<file path="config.mk">
export PLATFORM = sky130hd
export DESIGN_NAME = dbc_sq
export DESIGN_NICKNAME = d
export VERILOG_FILES = /design/src/design/dbc_sq.sv
export SDC_FILE = /design/constraint.sdc
export NUM_CORES = 1
export LEC_CHECK = 0
export BUFFER_PORTS_ARGS = -buffer_cell sky130_fd_sc_hd__buf_2
export CAP_MARGIN = 20
export CORE_UTILIZATION = 30
export DETAILED_ROUTE_END_ITERATION = 8
export MAX_ROUTING_LAYER = met4
export SLEW_MARGIN = 20
export SYNTH_ARGS = -nofsm -noshare
export SYNTH_HDL_FRONTEND = slang
export SYNTH_SLANG_ARGS = --single-unit
</file>
<file path="constraint.sdc">
create_clock -name clk -period 8.4 [get_ports clk]
set_clock_uncertainty 0.05 [all_clocks]
set_input_delay 1.68 -clock clk [delete_from_list [all_inputs] [get_ports clk]]
set_output_delay 1.68 -clock clk [all_outputs]
set_load 0.02 [all_outputs]
</file>
<file path="src/design/dbc_sq.sv">
`timescale 1ns / 1ps
`default_nettype none
// dbc_sq: shared registered squarer for coordinate differences.
// No dependencies.
module dbc_sq (
  input  wire logic               clk,
  input  wire logic signed [16:0] a,
  output logic [31:0]             sq
);
  logic signed [33:0] prod;

  assign prod = a * a;

  always_ff @(posedge clk) begin
    sq <= prod[31:0];
  end
endmodule
`default_nettype wire

</file>
==> impl_metrics.toml <==
[run_status]
status = "finished clean"

[cts]
clockBufferDepth = 2
cts_resized = 0
cts-root-buf = "clkbuf_16"
cts_sinks = 31
numCtsBuffers = 5
htreeDepth = 2
clkTransAtPathRegs_ps = 60
post_cts.repair.setup_buffers = 0
hold_buffers = 0
cts_tree = "done"

[logic_synthesis]
synth-seq-area-share_pct = 6.20
ys.flop_type = "dfxtp_1"
synth.avg_cell_area_sq_um = 9.71
synth_cell_types = 51
netlist_area_sq_mm = 0.0100
syn_inst = 1031
synth_edf_count = 0
async_flop_share_pct = 0
yosysWarnings = 0
ys_ff_latch = 31
syn-num-nets = 1388

[drt]
drtAntennaViolNets = 0
drt_wl_total_mm = 21.6
vias = 6450
drtIter0Drc = 294
dr.pass1.iters = 5
drcViolationCount = 0
via_per_inst = 4.27
wl_per_cell_microns = 14.3

[hold_path]
hold_depth = 1
min_from = "a[0]"
hold_path.class = "in -> reg"
holdPathEnd = "sq[0]"

[run]
cap_violations = 0

[placed_design]
port_buffers = 48
gp_congestion = 0.872
dp_hpwl_mm = 18.5
pre_cts_ws_ps = 708

[timing]
slew_violations = 0
hold_viol = 0
tightest_slew_ps = 632
setup_tns_ps = 0
period_share_pct = 87.9
fmax_ghz = 0.135
setup_viol = 0
rsz0062_at_grt = "no"
worst_slack_ps = 1020
maxSlewHeadroom_pct = 57.7
holdWs_ps = 1710
fin_crit_ps = 7380

[final_layout]
largest_register_ff_count = 31
nets = 1422
largest_register = "sq"
layout.cells.most_common_list = "inv_1 (319), fa_1 (256), nand2_1 (83), ha_1 (83), and2_1 (58)"
layout_commonest_cell = "inv_1"
nFillCells = 3426
drive_gt1_share_pct = 6.57
areaGrowthSynthToFinish_pct = 8.96
reg_top3 = "sq: 31 flops"

[floorplan]
std_cell_rows = 66
fp.dieArea_sq_mm = 0.0341
core_area_sq_mm = 0.0327
start_util_pct = 30.6
ios = 50
die_h_microns = 185
die_x_microns = 185

[setup_path]
critPathMaxFanout = 20
critPathCaptureType = "flip-flop"
worstPathRequired_ps = 8570
worst-setup-path-type = "in -> reg"
critPathLaunchType = "input port"
cp.arrival_ps = 7550

[global_route]
grt.total_usage_pct = 14.6
grt_antenna_before_repair = 2
grt_max_degree = 21
grt_pass1_wl_mm = 37.6
overflow = 0
grt_pass1_vias = 7255
[layer usage]
metal | wire length (microns) | GRT usage, % | share of wire [%] | vias up
li1 | - | - | - | 3036
met1 | 9310 | 18.7 | 43 | 3273
met2 | 11000 | 25.2 | 51 | 131
met3 | 1160 | 2.07 | 5.4 | 10
met4 | 132 | 1.69 | 0.61 | 0
met5 | 0 | - | 0 | -
[area by class of cell]
cell class	count	area, sq um	share of cell area (%)
multi-input cells	658	8110	74.3
inverters	319	1200	11.0
flip-flops and latches	31	621	5.69
well taps	442	553	5.07
repair buffers	50	255	2.34
clock buffers	6	139	1.27
clock inverters	2	35.0	0.321
diodes	2	5.00	0.0459
[how the worst max path moves through the flow]
stage	startpoint	slack, ps	endpoint	cells after the start
floorplan	a[16]	1330	sq[30]	17
finish	a[2]	1020	sq[30]	18
global route	a[2]	570	sq[30]	18
detailed placement	a[2]	710	sq[30]	17
global placement	a[2]	720	sq[30]	17
CTS	a[2]	980	sq[30]	17
[cells by family after synthesis]
group / count (synthesis) / share of synthesized area, %
AOI/OAI and AO/OA: 71 / 5.18
muxes: 2 / 0.212
adders and majority gates: 339 / 61.5
DFF: 31 / 6.20
buffers and inverters: 342 / 12.9
and+or+nand+nor: 197 / 9.77
other: 1 / 0.0374
xor gates and xnor gates: 48 / 4.20
[through the flow]
stage,cell area (sq um),instances,util [%]
6_report,10900,1510,33.4
5_1_grt,10900,1510,33.4
4_1_cts,10900,1508,33.4
3_5_place_dp,10700,1500,32.8
3_3_place_gp,10700,1500,32.8
2_1_floorplan,10000,1031,-
[synthesized netlist by cell type (all sizes together), types with 4 or more instances]
cell type	instances	area, sq um
xor2	14	123
ha	83	1040
nand3	4	20.0
o21ai	12	63.8
nand2b	8	50.1
a21o	11	82.6
dfxtp	31	621
clkbuf	22	82.6
a21oi	21	120
fa	256	5120
nand2	83	312
nor2b	12	75.1
and2	58	363
inv	319	1200
xnor2	34	298
nor2	20	75.1
[critical path, stage by stage]
cell and delay, ps:
buf_2 260, nand2_1 180, inv_1 120, fa_1 660, inv_1 150, fa_1 870, fa_1 540, fa_1 610
fa_1 450, fa_1 490, inv_1 40, ha_1 310, o21ai_0 230, nor2b_1 330, a211oi_1 120, nor4_1 230
o21ai_0 140, nand3_1 100
Power is left out: the tool's default activity adds up to more than one toggle a clock period on the data nets, which glitch-free logic cannot reach.
